**src/design/lph_pkg.sv**
```systemverilog
// ----------------------------------------------------------------------------
// lph_pkg: shared types and defaults of the linear probing hash table
// Command and status codes of the transactions and default table geometry.
// ----------------------------------------------------------------------------
package lph_pkg;

  // default table geometry
  localparam int LPH_TABLE_SLOTS = 8;
  localparam int LPH_KEY_BITS    = 32;
  localparam int LPH_VALUE_BITS  = 32;

  // width of the key and value ports
  localparam int LPH_PORT_W = 32;

  // command codes of an input transaction
  typedef enum logic {
    CMD_SET = 1'b0,
    CMD_GET = 1'b1
  } lph_cmd_t;

  // status codes of a result transaction
  typedef enum logic [1:0] {
    ST_STORED    = 2'd0,
    ST_FOUND     = 2'd1,
    ST_NOT_FOUND = 2'd2,
    ST_FULL      = 2'd3
  } lph_status_t;

endpackage

```
**src/design/lph_home.sv**
```systemverilog
// ----------------------------------------------------------------------------
// lph_home: home slot unit
// Reduces a key modulo the table size. A power-of-two table registers the low
// key bits; any other size computes the remainder in registered steps:
// a reciprocal multiply for the quotient, a multiply back by the table size,
// then a subtract from the key.
// ----------------------------------------------------------------------------
module lph_home #(
  parameter int TABLE_SLOTS = lph_pkg::LPH_TABLE_SLOTS,
  parameter int KEY_W       = lph_pkg::LPH_KEY_BITS
) (
  input  logic                           clk,
  input  logic                           rst_n,
  input  logic                           start,
  input  logic [KEY_W-1:0]               key,
  output logic                           done,
  output logic [$clog2(TABLE_SLOTS)-1:0] home
);

  localparam int  IDX_W      = $clog2(TABLE_SLOTS);
  localparam bit  SLOTS_POW2 = ((TABLE_SLOTS & (TABLE_SLOTS - 1)) == 0);

  generate
    if (SLOTS_POW2) begin : g_pow2
      localparam int EXT_W = (KEY_W > IDX_W) ? KEY_W : IDX_W;

      logic [EXT_W-1:0] key_ext;
      logic [IDX_W-1:0] home_r;
      logic             done_r;

      assign key_ext = EXT_W'(key);

      // low key bits are the home slot
      always_ff @(posedge clk) begin
        if (!rst_n) begin
          done_r <= 1'b0;
        end else begin
          done_r <= start;
        end
        if (start) begin
          home_r <= key_ext[IDX_W-1:0];
        end
      end

      assign done = done_r;
      assign home = home_r;
    end else begin : g_recip
      // quotient by multiply with ceil(2^SHIFT / TABLE_SLOTS), exact for all keys
      localparam int                 EXT_W    = (KEY_W > IDX_W) ? KEY_W : IDX_W;
      localparam int                 SHIFT    = KEY_W + IDX_W;
      localparam int                 MAG_W    = KEY_W + 2;
      localparam int                 PROD_W   = SHIFT + KEY_W;
      localparam logic [63:0]        MAG_FULL = ((64'd1 << SHIFT) / 64'(TABLE_SLOTS)) + 64'd1;
      localparam logic [MAG_W-1:0]   MAGIC    = MAG_FULL[MAG_W-1:0];
      localparam logic [SHIFT-1:0]   SLOTS_W  = SHIFT'(TABLE_SLOTS);

      logic              v1_r;
      logic              v2_r;
      logic              done_r;
      logic [KEY_W-1:0]  key1_r;
      logic [PROD_W-1:0] prod_r;
      logic [KEY_W-1:0]  key2_r;
      logic [KEY_W-1:0]  qn_r;
      logic [IDX_W-1:0]  rem_r;
      logic [PROD_W-1:0] prod_nxt;
      logic [SHIFT-1:0]  qn_prod;
      logic [EXT_W-1:0]  diff;

      // quotient estimate, quotient times table size, remainder
      always_comb begin
        prod_nxt = PROD_W'(key) * PROD_W'(MAGIC);
        qn_prod  = SHIFT'(prod_r[SHIFT +: KEY_W]) * SLOTS_W;
        diff     = EXT_W'(key2_r) - EXT_W'(qn_r);
      end

      // three steps, each one registered
      always_ff @(posedge clk) begin
        if (!rst_n) begin
          v1_r   <= 1'b0;
          v2_r   <= 1'b0;
          done_r <= 1'b0;
        end else begin
          v1_r   <= start;
          v2_r   <= v1_r;
          done_r <= v2_r;
        end
        if (start) begin
          key1_r <= key;
          prod_r <= prod_nxt;
        end
        if (v1_r) begin
          key2_r <= key1_r;
          qn_r   <= qn_prod[KEY_W-1:0];
        end
        if (v2_r) begin
          rem_r <= diff[IDX_W-1:0];
        end
      end

      assign done = done_r;
      assign home = rem_r;
    end
  endgenerate

endmodule

```
**src/design/lph_mem.sv**
```systemverilog
// ----------------------------------------------------------------------------
// lph_mem: slot memory
// One write port and one read port, read data registered. Each word holds
// the used flag, the key and the value of one slot.
// ----------------------------------------------------------------------------
module lph_mem #(
  parameter int DEPTH  = lph_pkg::LPH_TABLE_SLOTS,
  parameter int DATA_W = 1 + lph_pkg::LPH_KEY_BITS + lph_pkg::LPH_VALUE_BITS
) (
  input  logic                     clk,
  input  logic                     wr_en,
  input  logic [$clog2(DEPTH)-1:0] wr_addr,
  input  logic [DATA_W-1:0]        wr_data,
  input  logic [$clog2(DEPTH)-1:0] rd_addr,
  output logic [DATA_W-1:0]        rd_data
);

  logic [DATA_W-1:0] mem_r [DEPTH];
  logic [DATA_W-1:0] rd_data_r;

  // write port
  always_ff @(posedge clk) begin
    if (wr_en) begin
      mem_r[wr_addr] <= wr_data;
    end
  end

  // registered read port
  always_ff @(posedge clk) begin
    rd_data_r <= mem_r[rd_addr];
  end

  assign rd_data = rd_data_r;

endmodule

```
**src/design/linear_probe_hash_table_core.sv**
```systemverilog
// ----------------------------------------------------------------------------
// linear_probe_hash_table_core: open addressing key/value table
// Set and get commands over a linear probing table held in one slot memory,
// walked one slot per cycle by a single key compare under a sequencer.
// ----------------------------------------------------------------------------
// sequence: S_HOME waits for the home slot unit, S_PROBE walks the slots from the
//   home slot until the command is decided or every slot has been probed, and S_FIN
//   loads the registered result once the output register is free
// transactions: one at a time; the next is accepted the cycle after the result is
//   loaded
// reset: a clearing pass empties every slot, in_ready low
// ----------------------------------------------------------------------------
module linear_probe_hash_table_core #(
  parameter int TABLE_SLOTS = lph_pkg::LPH_TABLE_SLOTS,
  parameter int KEY_BITS    = lph_pkg::LPH_KEY_BITS,
  parameter int VALUE_BITS  = lph_pkg::LPH_VALUE_BITS
) (
  input  logic                            clk,
  input  logic                            rst_n,
  input  logic                            in_valid,
  output logic                            in_ready,
  input  logic                            in_command,
  input  logic [lph_pkg::LPH_PORT_W-1:0]  in_lookup_key,
  input  logic [lph_pkg::LPH_PORT_W-1:0]  in_new_value,
  output logic                            out_valid,
  input  logic                            out_ready,
  output logic [1:0]                      out_status,
  output logic [lph_pkg::LPH_PORT_W-1:0]  out_found_value
);

  import lph_pkg::*;

  localparam int IDX_W  = $clog2(TABLE_SLOTS);
  localparam int KEY_W  = (KEY_BITS < LPH_PORT_W) ? KEY_BITS : LPH_PORT_W;
  localparam int VAL_W  = (VALUE_BITS < LPH_PORT_W) ? VALUE_BITS : LPH_PORT_W;
  localparam int DATA_W = 1 + KEY_W + VAL_W;
  localparam logic [IDX_W-1:0] IDX_LAST = IDX_W'(TABLE_SLOTS - 1);

  typedef enum logic [2:0] {
    S_CLEAR,
    S_IDLE,
    S_HOME,
    S_PROBE,
    S_FIN
  } state_t;

  state_t            state_r, state_nxt;
  logic [IDX_W-1:0]  clr_cnt_r, clr_cnt_nxt;
  logic [IDX_W-1:0]  pos_r, pos_nxt;
  logic [IDX_W-1:0]  probe_cnt_r, probe_cnt_nxt;
  lph_cmd_t          cmd_r, cmd_nxt;
  logic [KEY_W-1:0]  key_r, key_nxt;
  logic [VAL_W-1:0]  val_r, val_nxt;
  lph_status_t       res_status_r, res_status_nxt;
  logic [VAL_W-1:0]  res_value_r, res_value_nxt;
  logic              out_valid_r, out_valid_nxt;
  lph_status_t       out_status_r, out_status_nxt;
  logic [VAL_W-1:0]  out_value_r, out_value_nxt;

  logic              accept;
  logic [KEY_W-1:0]  key_in;
  logic              home_done;
  logic [IDX_W-1:0]  home_slot;
  logic [IDX_W-1:0]  pos_inc;
  logic              mem_wr_en;
  logic [IDX_W-1:0]  mem_wr_addr;
  logic [DATA_W-1:0] mem_wr_data;
  logic [IDX_W-1:0]  mem_rd_addr;
  logic [DATA_W-1:0] mem_rd_data;
  logic              slot_used;
  logic [KEY_W-1:0]  slot_key;
  logic [VAL_W-1:0]  slot_value;
  logic              key_hit;
  logic              out_free;

  assign in_ready = (state_r == S_IDLE);
  assign accept   = in_valid && in_ready;
  assign key_in   = in_lookup_key[KEY_W-1:0];

  // home slot of the incoming key
  lph_home #(
    .TABLE_SLOTS (TABLE_SLOTS),
    .KEY_W       (KEY_W)
  ) u_home (
    .clk   (clk),
    .rst_n (rst_n),
    .start (accept),
    .key   (key_in),
    .done  (home_done),
    .home  (home_slot)
  );

  // slot storage
  lph_mem #(
    .DEPTH  (TABLE_SLOTS),
    .DATA_W (DATA_W)
  ) u_mem (
    .clk     (clk),
    .wr_en   (mem_wr_en),
    .wr_addr (mem_wr_addr),
    .wr_data (mem_wr_data),
    .rd_addr (mem_rd_addr),
    .rd_data (mem_rd_data)
  );

  // fields of the slot read in the previous cycle
  assign slot_used  = mem_rd_data[DATA_W-1];
  assign slot_key   = mem_rd_data[VAL_W +: KEY_W];
  assign slot_value = mem_rd_data[VAL_W-1:0];
  assign key_hit    = slot_used && (slot_key == key_r);

  // next probe position, wrapping at the table end
  assign pos_inc     = (pos_r == IDX_LAST) ? '0 : (pos_r + 1'b1);
  assign mem_rd_addr = (state_r == S_HOME) ? home_slot : pos_inc;

  assign out_free = !out_valid_r || out_ready;

  // sequencer
  always_comb begin
    state_nxt      = state_r;
    clr_cnt_nxt    = clr_cnt_r;
    pos_nxt        = pos_r;
    probe_cnt_nxt  = probe_cnt_r;
    cmd_nxt        = cmd_r;
    key_nxt        = key_r;
    val_nxt        = val_r;
    res_status_nxt = res_status_r;
    res_value_nxt  = res_value_r;
    out_valid_nxt  = out_valid_r && !out_ready;
    out_status_nxt = out_status_r;
    out_value_nxt  = out_value_r;
    mem_wr_en      = 1'b0;
    mem_wr_addr    = pos_r;
    mem_wr_data    = {1'b1, key_r, val_r};

    unique case (state_r)
      S_CLEAR: begin
        mem_wr_en   = 1'b1;
        mem_wr_addr = clr_cnt_r;
        mem_wr_data = '0;
        clr_cnt_nxt = clr_cnt_r + 1'b1;
        if (clr_cnt_r == IDX_LAST) begin
          state_nxt = S_IDLE;
        end
      end
      S_IDLE: begin
        if (accept) begin
          cmd_nxt   = lph_cmd_t'(in_command);
          key_nxt   = key_in;
          val_nxt   = in_new_value[VAL_W-1:0];
          state_nxt = S_HOME;
        end
      end
      S_HOME: begin
        if (home_done) begin
          pos_nxt       = home_slot;
          probe_cnt_nxt = '0;
          state_nxt     = S_PROBE;
        end
      end
      S_PROBE: begin
        res_value_nxt = '0;
        if (cmd_r == CMD_SET) begin
          if (!slot_used || key_hit) begin
            mem_wr_en      = 1'b1;
            res_status_nxt = ST_STORED;
            state_nxt      = S_FIN;
          end else if (probe_cnt_r == IDX_LAST) begin
            res_status_nxt = ST_FULL;
            state_nxt      = S_FIN;
          end
        end else begin
          if (!slot_used) begin
            res_status_nxt = ST_NOT_FOUND;
            state_nxt      = S_FIN;
          end else if (key_hit) begin
            res_status_nxt = ST_FOUND;
            res_value_nxt  = slot_value;
            state_nxt      = S_FIN;
          end else if (probe_cnt_r == IDX_LAST) begin
            res_status_nxt = ST_NOT_FOUND;
            state_nxt      = S_FIN;
          end
        end
        pos_nxt       = pos_inc;
        probe_cnt_nxt = probe_cnt_r + 1'b1;
      end
      S_FIN: begin
        if (out_free) begin
          out_valid_nxt  = 1'b1;
          out_status_nxt = res_status_r;
          out_value_nxt  = res_value_r;
          state_nxt      = S_IDLE;
        end
      end
      default: begin
        state_nxt = S_IDLE;
      end
    endcase
  end

  // state and registered outputs
  always_ff @(posedge clk) begin
    if (!rst_n) begin
      state_r     <= S_CLEAR;
      clr_cnt_r   <= '0;
      out_valid_r <= 1'b0;
    end else begin
      state_r     <= state_nxt;
      clr_cnt_r   <= clr_cnt_nxt;
      out_valid_r <= out_valid_nxt;
    end
    pos_r        <= pos_nxt;
    probe_cnt_r  <= probe_cnt_nxt;
    cmd_r        <= cmd_nxt;
    key_r        <= key_nxt;
    val_r        <= val_nxt;
    res_status_r <= res_status_nxt;
    res_value_r  <= res_value_nxt;
    out_status_r <= out_status_nxt;
    out_value_r  <= out_value_nxt;
  end

  assign out_valid       = out_valid_r;
  assign out_status      = out_status_r;
  assign out_found_value = LPH_PORT_W'(out_value_r);

endmodule

```
**config.mk**
```make
export PLATFORM = sky130hd
export DESIGN_NAME = linear_probe_hash_table_core
export DESIGN_NICKNAME = d
export VERILOG_FILES = /design/src/design/lph_pkg.sv /design/src/design/lph_home.sv /design/src/design/lph_mem.sv /design/src/design/linear_probe_hash_table_core.sv
export SDC_FILE = /design/constraint.sdc
export NUM_CORES = 1
export LEC_CHECK = 0
export BUFFER_PORTS_ARGS = -buffer_cell sky130_fd_sc_hd__buf_2
export CORE_MARGIN = 8
export CORE_UTILIZATION = 32
export DETAILED_ROUTE_END_ITERATION = 6
export SYNTH_ARGS = -nofsm -noshare
export SYNTH_HDL_FRONTEND = slang
export SYNTH_HIERARCHICAL = 1
export SYNTH_SLANG_ARGS = --single-unit
```
**constraint.sdc**
```tcl
create_clock -name clk -period 11.35 [get_ports clk]
set_clock_uncertainty 0.2 [all_clocks]
set_input_delay 1.7025 -clock clk [delete_from_list [all_inputs] [get_ports clk]]
set_output_delay 1.7025 -clock clk [all_outputs]
set_load 0.01 [all_outputs]
```
# Yosys cells after proc, flatten, opt, wreduce, memory -nomap -nowiden
# Memory sizes are Yosys's and may differ from the RTL's. A register that Yosys moved wholly into a read port is not among the register bits.
# Cells that the tools add are included.
# word_totals
out_inout_bits,36
n_memories,1
regBits,150
inputBits,69
word_cells,79
ramBits,520
# op_classes
muxes,31
n_addsub,3
reduce_logical,17
eq_ne,13
# memory_table
memory,depth,width,read_ports,rd_clocked_by_memory_dff,wr,line,source
u_mem.mem_r,8,65,1,1,1,lph_mem.sv:18,logic [DATA_W-1:0] mem_r [DEPTH];
# ops
operator,count
two-way mux 65 bit,1
two-way mux 3 bit,14
equality test 32 bit,1
one-hot mux 3 bit (5 select lines),1
"equality test 3 bit, second input constant",4
two-way mux 2 bit,6
one-hot mux 3 bit (2 select lines),2
"adder 3 x 1 -> 3 bit, second input constant",3
"equality test 3 x 2 -> 1 bit, second input constant",2
two-way mux 1 bit,6
AND reduction 2 bit,3
AND reduction 3 bit,2
"inequality test 2 x 1 -> 1 bit, second input constant",2
"inequality test 2 bit, second input constant",2
"inequality test 4 bit, second input constant",1
AND reduction 4 bit,1
"equality test 3 x 1 -> 1 bit, second input constant",1
logical AND 1 bit,3
logical NOT 1 bit,3
logical NOT 3 bit,1
nonzero test 3 bit,1
logical OR 1 bit,2
one-hot mux 1 bit (2 select lines),1
nonzero test 2 bit,1

# Depth between registers and ports, before layout
# Gate-level depths: netlist (run 1).
# depth
word_depth,8
mapped_depth,9
depth_no_buf,7

# By module
# The synthesis (run 1) kept the hierarchy.
# by_module_without_submodules
mod,area_per_inst_um2,n_inst,seq_area_each_um2,cells_per_inst
lph_mem,20857.5,1,16916.2,829
linear_probe_hash_table_core,5854.4,1,4314.1,377
lph_home,116.4,1,110.1,5

# Worst setup path before layout (run 1)
# Ideal clock, no wire load.
# synth_path
path_kind,register to register
start,register state_r[1]
end,"memory u_mem/mem_r[0][0] (netlist bit), enable pin"
stages_incl_launch_ff,8
path_buffers,1
arrival_ns,6.510
setup_time_ns,0.568
period_less_slack_ns,7.278
path_slack_ns,4.072
required_time_ns,10.582
path_cell_list,dfxtp_1 nand2b_1 or2_2 clkbuf_1 inv_1 a31o_2 nand2b_1 nor3_1
# synth_between
elab_chain_len,4
elab_cells_between_ends,6
cone_classes,eq/ne: 1; mux: 4; reduce/logical: 1
# synth_lines
element,line,source
from (decl),linear_probe_hash_table_core.sv:47,"state_t state_r, state_nxt;"
from (signal assigned),linear_probe_hash_table_core.sv:209,state_r <= state_nxt;
equality test 3 x 2 -> 1 bit / logical NOT 3 bit (equally long branches),linear_probe_hash_table_core.sv:136,unique case (state_r)
one-hot mux 1 bit (2 select lines) *,linear_probe_hash_table_core.sv:136,
named net mem_wr_en,linear_probe_hash_table_core.sv:65,logic mem_wr_en;
two-way mux 1 bit *,lph_mem.sv:23,if (wr_en) begin
two-way mux 1 bit (not written as such) *,lph_mem.sv:24,mem_r[wr_addr] <= wr_data;
to (decl),lph_mem.sv:18,
# The timed path passes the listed nets; every way through them passes the cells marked *.

# Worst setup path after layout (run 1)
# layout_path
start,register key_r[15]
end,"memory u_mem/mem_r[1][15] (netlist bit), enable pin"
# layout_between
elab_chain_len,8
# layout_lines
element,line,source
from (decl),linear_probe_hash_table_core.sv:52,"logic [KEY_W-1:0] key_r, key_nxt;"
from (signal assigned),linear_probe_hash_table_core.sv:216,key_r <= key_nxt;
equality test 32 bit,linear_probe_hash_table_core.sv:110,assign key_hit = slot_used && (slot_key == key_r);
logical AND 1 bit,linear_probe_hash_table_core.sv:110,
logical OR 1 bit,linear_probe_hash_table_core.sv:164,if (!slot_used || key_hit) begin
two-way mux 1 bit,linear_probe_hash_table_core.sv:164,
two-way mux 1 bit,linear_probe_hash_table_core.sv:163,if (cmd_r == CMD_SET) begin
one-hot mux 1 bit (2 select lines),linear_probe_hash_table_core.sv:136,
named net mem_wr_en,linear_probe_hash_table_core.sv:65,
two-way mux 1 bit,lph_mem.sv:23,
two-way mux 1 bit (not written as such),lph_mem.sv:24,
# The timed path passes the listed nets, and every way through them passes these cells.

==> results of run 1 <==
[per-stage QoR]
stage | instances | hold WS, ns
2_1_floorplan | 1211 | 0.2003
3_3_place_gp | 2368 | 0.2016
3_5_place_dp | 2368 | 0.2045
4_1_cts | 2501 | 0.2187
5_1_grt | 2501 | 0.2230
6_report | 2502 | 0.2172
[report_power, final]
part	leakage, nW	total, mW	internal, mW	switching, mW
clock	1.15	2.36	1.38	0.983
sequential	6.72	3.45	3.37	0.0832
combinational	2.32	0.577	0.209	0.368
total	10.2	6.39	4.95	1.43
[critical path, stage by stage (launching register included)]
cell and delay (ns):
edfxtp_1 0.39, xor2_1 0.18, nor4_1 0.52, nand4_1 0.48
o21ai_0 0.59, a31o_2 0.24, nand2b_1 0.21, nor2_4 0.92
buf_4 0.74
[metal layers]
layer / vias to the layer above / routed length (um) / part of all wire (%)
met4: 0 / 1071 / 2.0
met1: 6074 / 23830 / 44
li1: 5165 / - / -
met3: 90 / 2432 / 4.5
met2: 231 / 26860 / 50
met5: - / 0 / 0
[how the worst max path moves through the flow]
stage | startpoint | slack (ns) | end | cells after the start
5_1_grt | key_r[15]$_DFFE_PP_ | 6.16 | u_mem/mem_r[6][11]$_DFFE_PP_ | 8
4_1_cts | key_r[15]$_DFFE_PP_ | 6.35 | u_mem/mem_r[1][15]$_DFFE_PP_ | 8
3_3_place_gp | key_r[15]$_DFFE_PP_ | 6.45 | u_mem/mem_r[6][23]$_DFFE_PP_ | 8
6_report | key_r[15]$_DFFE_PP_ | 6.44 | u_mem/mem_r[1][15]$_DFFE_PP_ | 8
3_5_place_dp | key_r[15]$_DFFE_PP_ | 6.39 | u_mem/mem_r[1][23]$_DFFE_PP_ | 8
2_1_floorplan | state_r[1]$_SDFFE_PN0P_ | 4.07 | u_mem/mem_r[0][0]$_DFFE_PP_ | 7
[area by class of cell]
| class | instances | area [um2] | area share [%] |
|---|---|---|---|
| antenna | 1 | 2.502 | 0.008066 |
| clock buffer | 105 | 2132 | 6.872 |
| clock inverter | 28 | 227.7 | 0.7340 |
| inverter | 5 | 18.77 | 0.06049 |
| multi-input combinational | 424 | 5281 | 17.02 |
| sequential | 735 | 21340 | 68.79 |
| tap | 1080 | 1351 | 4.356 |
| timing repair buffer | 124 | 670.6 | 2.162 |
[kinds of logic after synthesis]
family | synth area share, %
mux | 13.68
compound gates | 0.4711
fa+ha+maj | 0.2798
buf+inv | 1.138
flops | 79.54
simple gates | 3.806
xor+xnor | 1.077
[registers in the layout, indices dropped and copies added, names as in the netlist, 32 cells and up]
signal / count
val_r: 32
res_value_r: 32
u_mem/mem_r: 520
key_r: 32
out_found_value: 32
u_mem/rd_data: 65
[cell usage after synthesis, drive strengths merged, types with 2 or more instances]
cell      n
nor2     14
mux2     66
nor4      9
edfxtp  662
ha        6
nand3b    2
mux4    130
a21boi    3
nor2b     2
nand4     2
o31ai     2
and2    102
clkbuf   19
nand2b    7
inv       4
buf      28
nand2    23
o21ai     8
xor2     32
dfxtp    73
nor3      6
[cell usage in the layout, fill, tap and decap left out, drive strengths merged, types with 2 or more instances in the layout]
| master | n |
|---|---|
| mux4 | 130 |
| o31ai | 2 |
| ha | 6 |
| and2 | 102 |
| dfxtp | 73 |
| nand4 | 2 |
| clkinvlp | 4 |
| bufinv | 3 |
| o21ai | 8 |
| nand2b | 7 |
| inv | 8 |
| clkbuf | 105 |
| nor3 | 6 |
| clkinv | 18 |
| a21boi | 3 |
| nand2 | 23 |
| nor2 | 14 |
| mux2 | 66 |
| edfxtp | 662 |
| buf | 124 |
| xor2 | 32 |
| nand3b | 2 |
| nor4 | 9 |
| nor2b | 2 |
==> metrics.md, run 1 <==
| Metric | Value |
|---|---|
| Status | `completed` |
| Die Wd | `305.6 um` |
| Routed len/inst | `between 20 and 25 um` |
| Max rail drop VDD | `0.1536 mV` |
| Initial antenna violation count | `0` |
| Flops & latches, synth | `~740` |
| CP Max Fanout | `38` |
| Worst Max-Slew Pin Slew | `roughly 1.2 ns` |
| First drt pass iteration count | `5` |
| Grt met2 use | `19.30%` |
| Final worst-path setup slack | `6.437 ns` |
| # H-tree levels | `3` |
| Placed Area | `~29000 um2` |
| GP Congestion | `between 0.6 and 0.7` |
| CTS buffer count | `73` |
| Crit path kind | `flip-flop to flip-flop` |
| Worst-Skew Late Latency | `a little over 0.6 ns` |
| GRT busiest layer | `met2` |
| # rows | `106` |
| Startpoint types | `flip-flop` |
| Final min period | `4.913 ns` |
| Syn Nets | `~1300` |
| Pre-CTS setup slack | `6.393 ns` |
| Clock transition at the registers of the reported paths | `0.06 ns` |
| Clock Tree Root | `clkbuf_16` |
| Asr flop ratio synth | `0%` |
| Post-CTS sizing | `0` |
| Yosys synthesis warning count | `6` |
| Via count | `~12000` |
| RSZ-0062 raised after global routing | `no` |
| Post-CTS Setup Bufs | `0` |
| CTS Hold Buffers Added | `0` |
| R2r setup slk | `6.44 ns` |
| Hpwl dp | `30.65 mm` |
| Leak | `10.19 nW` |
| Hold path start | `res_value_r[18]$_SDFFCE_PN0P_` |
| Worst Hold End | `out_found_value[18]$_DFFE_PP_` |
| Rel. slew slack | `a little under a fifth` |
| Gate Count Post-Synth | `~1200` |
| Initial Utilization | `between 30% and 40%` |
| TritonCTS clock tree | `yes` |
| Mapped Area | `26830 um2` |
| Layout cells sized above 1 | `31.74%` |
| CTS Sinks | `735` |
| Largest net degree at the start of global routing | `67` |
| Post-synth top area share | `74.10%` |
| Hold Path Class | `flip-flop to flip-flop` |
| Worst Path Required | `11.38 ns` |
| Prevailing post-synth register cell | `edfxtp_1` |
| Syn Area/Cell | `about 22 um2` |
| Reg-to-Reg Start | `key_r[15]$_DFFE_PP_` |
| Final Hold Fails | `0` |
| FILL cells | `7535` |
| Met3 Track Usage GR | `2.578%` |
| Drt initial violations | `726` |
| Worst setup EP type | `flip-flop` |
| Number of remaining DRC errors | `0` |
| Hold Path Depth | `0` |
| Final core utilization | `37.25%` |
| Setup TNS | `0 ns` |
| Clock buffer depth | `3` |
| Worst path arrival time | `around 4.9 ns` |
| Die area | `between 90000 and 100000 um2` |
| Reg-to-reg critical path endpoint | `u_mem/mem_r[1][15]$_DFFE_PP_` |
| Area growth from synthesis to final layout | `15.64%` |
| Max_cap viols | `0` |
| Global routing usage on met1 | `15.15%` |
| Max-slew violations | `0` |
| Vias/cell | `between 4 and 5` |
| Nets | `1438` |
| Design area | `31020 um2` |
| Count of final setup violators | `0` |
| Fmax | `203.5 MHz` |
| WL final | `approximately 54 mm` |
| Synth area leaders | `edfxtp_1, mux4_2, dfxtp_1, mux2_2, and2_1` |
| Vias in the first global route | `roughly 13000` |
| Seq/Total Area, Yosys | `79.54%` |
| Power Density | `~210 nW/um2` |
| IO Pins | `about 110` |
| Netlist cell types | `38` |
| Buffers on Ports | `104` |
| Tot GR Track Use | `11.49%` |
| Total gr overflow | `0` |
| Number of flops mapped to enable cells by yosys | `662` |
| Antenna violation net count after detailed routing | `0` |
| Pwr Total | `6.389 mW` |
| Synth area leader | `edfxtp_1` |
| Die H | `between 300 and 400 um` |
| Core area | `83290 um2` |
| R2R cell count | `8` |
| Global-route wire length before repair | `between 80 and 90 mm` |
| Fin crit share | `43.29%` |
Power figures use the tool's default switching activity.
==> inputs of run 2 (changes only) <==
--- a/config.mk
+++ b/config.mk
@@ -5,6 +5,7 @@
 export SDC_FILE = /design/constraint.sdc
 export NUM_CORES = 1
 export LEC_CHECK = 0
+export ABC_AREA = 1
 export BUFFER_PORTS_ARGS = -buffer_cell sky130_fd_sc_hd__buf_2
 export CORE_MARGIN = 8
 export CORE_UTILIZATION = 32
==> constraint.sdc (replaced) <==
create_clock -name clk -period 5 [get_ports clk]
set_clock_uncertainty 0.2 [all_clocks]
set_input_delay 0.75 -clock clk [delete_from_list [all_inputs] [get_ports clk]]
set_output_delay 0.75 -clock clk [all_outputs]
set_load 0.01 [all_outputs]
==> run 2 against run 1 <==
Net effect: clock power rose by 140%; sequential power rose by 110%; final area rose by 12%; first-iteration DRC count rose by 59%; register-to-register slack got worse by 5.1 ns; total power rose by 110%; clock-buffer cell count rose by 5; synthesized area rose by 12%; core utilization fell by 0.20 points; worst hold slack got worse by 0.10 ns.
==> metrics.md, run 2 <==
| Metric | Value |
|---|---|
| Status | `completed (unchanged)` |
| Int Pwr | `10.56 mW (was 4.954 mW)` |
| Nets | `3038 (was 1438)` |
| Hold Path Depth | `1 (was 0)` |
| Number of remaining DRC errors | `0 (unchanged)` |
| Final Hold Fails | `0 (unchanged)` |
| Clk pwr share | `41.7% (was 37.0%)` |
| # rows | `112 (was 106)` |
| GP Congestion | `0.7483 (was 0.6989)` |
| CTS Hold Buffers Added | `0 (unchanged)` |
| Routed len/inst | `15.43 um (was 21.66 um)` |
| Setup TNS | `0 ns (unchanged)` |
| Cell with the most instances after synthesis | `nand2_1 (was edfxtp_1)` |
| Final worst-path setup slack | `1.350 ns (was 6.437 ns)` |
| IO Pins | `105 (unchanged)` |
| CP Max Fanout | `50 (was 38)` |
| Crit path kind | `flip-flop to flip-flop (unchanged)` |
| Die H | `323.1 um (was 305.6 um)` |
| P_sw | `2.901 mW (was 1.434 mW)` |
| Synth area leader | `edfxtp_1 (unchanged)` |
| Clock transition at the registers of the reported paths | `0.06 ns (about the same)` |
| Clock buffer depth | `3 (unchanged)` |
| Biggest register | `u_mem/mem_r (unchanged)` |
| Seq/Total Area, Yosys | `70.71% (was 79.54%)` |
| Mux cell area share after synthesis | `0% (was 13.68%)` |
| Area growth from synthesis to final layout | `14.73% (was 15.64%)` |
| Max_cap viols | `0 (unchanged)` |
| RSZ-0062 raised after global routing | `no (unchanged)` |
| Pre-CTS setup slack | `1.360 ns (was 6.393 ns)` |
| Flops & latches, synth | `735 (unchanged)` |
| Number of flops mapped to enable cells by yosys | `662 (unchanged)` |
| Post-CTS sizing | `0 (unchanged)` |
| Layout cells sized above 1 | `9.808% (was 31.74%)` |
| Asr flop ratio synth | `0% (unchanged)` |
| Synth Area in XOR/XNOR | `0.7545% (was 1.077%)` |
| Fmax | `274.0 MHz (was 203.5 MHz)` |
| Synth Area in Adders | `0.2487% (was 0.2798%)` |
| Max-slew violations | `0 (unchanged)` |
| Global-route wire length before repair | `103.0 mm (was 81.31 mm)` |
| Largest net degree at the start of global routing | `219 (was 67)` |
| Antenna violation net count after detailed routing | `0 (unchanged)` |
| Drt initial violations | `1153 (was 726)` |
| Synth cell count leaders | `nand2_1, edfxtp_1, inv_1 (was edfxtp_1, mux4_2, and2_1)` |
| R2R cell count | `8 (unchanged)` |
| Worst setup EP type | `flip-flop (unchanged)` |
| Worst Path Required | `5.06 ns (was 11.38 ns)` |
| Power Density | `388.8 nW/um2 (was 205.9 nW/um2)` |
| Clock Tree Root | `clkbuf_16 (unchanged)` |
| WL final | `66.07 mm (was 54.19 mm)` |
| # H-tree levels | `3 (unchanged)` |
| Post-synth top area share | `65.87% (was 74.10%)` |
| Sequential power share | `53.3% (was 54.0%)` |
| Initial antenna violation count | `6 (was 0)` |
| Vias in the first global route | `17800 (was 12570)` |
| Synth area leaders | `edfxtp_1, nand2_1, inv_1, dfxtp_1, nand3_1 (was edfxtp_1, mux4_2, dfxtp_1, mux2_2, and2_1)` |
| Rel. slew slack | `22.52% (was 18.85%)` |
| Switching Share | `21.55% (was 22.45%)` |
| FILL cells | `9045 (was 7535)` |
| Complex-gate fraction of the synthesized area | `0.3234% (was 0.4710%)` |
| Worst path arrival time | `3.71 ns (was 4.94 ns)` |
| Core area | `93470 um2 (was 83290 um2)` |
| Post-Synth Simple-Gate Area | `17.83% (was 3.806%)` |
| Initial Utilization | `32.29% (was 32.21%)` |
| Leak | `15.35 nW (was 10.19 nW)` |
| First drt pass iteration count | `5 (unchanged)` |
| Count of final setup violators | `0 (unchanged)` |
| Syn Area/Cell | `10.55 um2 (was 22.15 um2)` |
| Post-CTS Setup Bufs | `0 (unchanged)` |
| Fin crit share | `72.99% (was 43.29%)` |
| Hold Path Class | `input pin to flip-flop (was flip-flop to flip-flop)` |
| CTS buffer count | `79 (was 73)` |
| Netlist cell types | `26 (was 38)` |
| Die Wd | `323.1 um (was 305.6 um)` |
| Final min period | `3.650 ns (was 4.913 ns)` |
| Gate power share | `5.0% (was 9.0%)` |
| Gate Count Post-Synth | `2860 (was 1211)` |
| CTS Sinks | `735 (unchanged)` |
| Largest family of logic cells by synthesized area | `simple AND/OR/NAND/NOR gates (was multiplexers)` |
| Tot GR Track Use | `12.63% (was 11.49%)` |
| Hpwl dp | `36.20 mm (was 30.65 mm)` |
| Buffers on Ports | `104 (unchanged)` |
| Syn Nets | `2935 (was 1286)` |
| Max reg flops | `520 (unchanged)` |
| Mapped Area | `30180 um2 (was 26830 um2)` |
| Total gr overflow | `0 (unchanged)` |
| Highest-count cells in the layout ignoring fill and taps | `nand2_1, edfxtp_1, inv_1 (was edfxtp_1, mux4_2, buf_2)` |
| Worst-Skew Late Latency | `0.61 ns (about the same)` |
| Yosys synthesis warning count | `6 (unchanged)` |
| Max rail drop VDD | `0.2123 mV (was 0.1536 mV)` |
| Worst Max-Slew Pin Slew | `1.162 ns (was 1.214 ns)` |
| Vias/cell | `4.259 (was 4.620)` |
| Prevailing post-synth register cell | `edfxtp_1 (unchanged)` |
| TritonCTS clock tree | `yes (unchanged)` |
| Startpoint types | `flip-flop (unchanged)` |
| Die area | `104400 um2 (was 93360 um2)` |
| Via count | `18240 (was 11560)` |
| Commonest non-fill, non-tap cell in the layout | `nand2_1 (was edfxtp_1)` |
run 2: cell types whose count changed after synthesis, moves of 32 or more:
cell     before  now
inv_1         4  646
nand2_1      23  916
mux2_2       66    0
nand3_1       0  262
buf_2         4   59
and2_1      102    0
nor2_1       14   97
mux4_2      130    0
nor2_2        0   33
xor2_1       32    0
run 2: final cells by class:
type | count | area [um2] | area share, %
flip-flops and latches | 735 | 21340 | 61.63
multi-input cells | 1365 | 5906 | 17.06
inverters | 649 | 2446 | 7.064
clock buffers | 110 | 2207 | 6.374
well taps | 1254 | 1569 | 4.531
repair buffers | 133 | 850.8 | 2.457
clock inverters | 36 | 304.0 | 0.8781
diodes | 1 | 2.502 | 0.007227
run 2: final timing paths:
kind,start,endpoint,slack (ns)
worst max-delay path,state_r[1]$_SDFFE_PN0P_,u_mem/mem_r[5][52]$_DFFE_PP_,1.35
worst min-delay path,in_new_value[28],val_r[28]$_DFFE_PP_,0.11
worst max register to register,state_r[1]$_SDFFE_PN0P_,u_mem/mem_r[5][52]$_DFFE_PP_,1.35
worst min register to register,res_status_r[0]$_DFFE_PP_,out_status[0]$_DFFE_PP_,0.22
run 2: cell families after synthesis:
| group | Yosys count |
|---|---|
| adders and majority gates | 6 |
| AOI/OAI and AO/OA | 18 |
| xor gates and xnor gates | 26 |
| buffers and inverters | 760 |
| DFF | 735 |
| and+or+nand+nor | 1315 |
run 2: power groups by stage:
stage | sequential [mW] | combinational, mW | clock (mW)
6_report | 7.17 | 0.671 | 5.62
5_1_grt | 7.21 | 0.766 | 6.00
4_1_cts | 7.18 | 0.690 | 5.77
3_5_place_dp | 7.30 | 0.686 | 0
3_3_place_gp | 7.30 | 0.676 | 0
2_1_floorplan | 7.31 | 0.406 | 0
run 2: worst max-delay path, cell delays in order, from the launching register on:
cell	delay, ns
dfxtp_1	0.37
nor2_1	0.27
nand2_2	0.29
inv_2	0.57
nor2_1	0.08
nor2_1	0.18
nand2_1	0.26
nor2_4	0.62
buf_12	0.41
run 2: routing by layer:
metal / global-route usage [%] / up-vias / share of wire (%)
met1: 16.87 / 8618 / 45
met5: 0 / - / 0.015
li1: - / 9104 / -
met2: 20.91 / 416 / 47
met4: 4.024 / 2 / 2.3
met3: 2.174 / 101 / 5.3
run 2: per-stage QoR:
step	instance area [um2]	utilization, %	hold WS [ns]	power, mW	std cells
global route	34620	37.04	0.08789	13.97	4282
floorplan	30190	-	0.2003	7.719	2860
detailed placement	32110	34.36	0.2045	7.990	4136
finish	34630	37.04	0.1124	13.46	4283
global placement	32110	34.36	0.2042	7.972	4136
CTS	34620	37.04	0.06700	13.64	4282
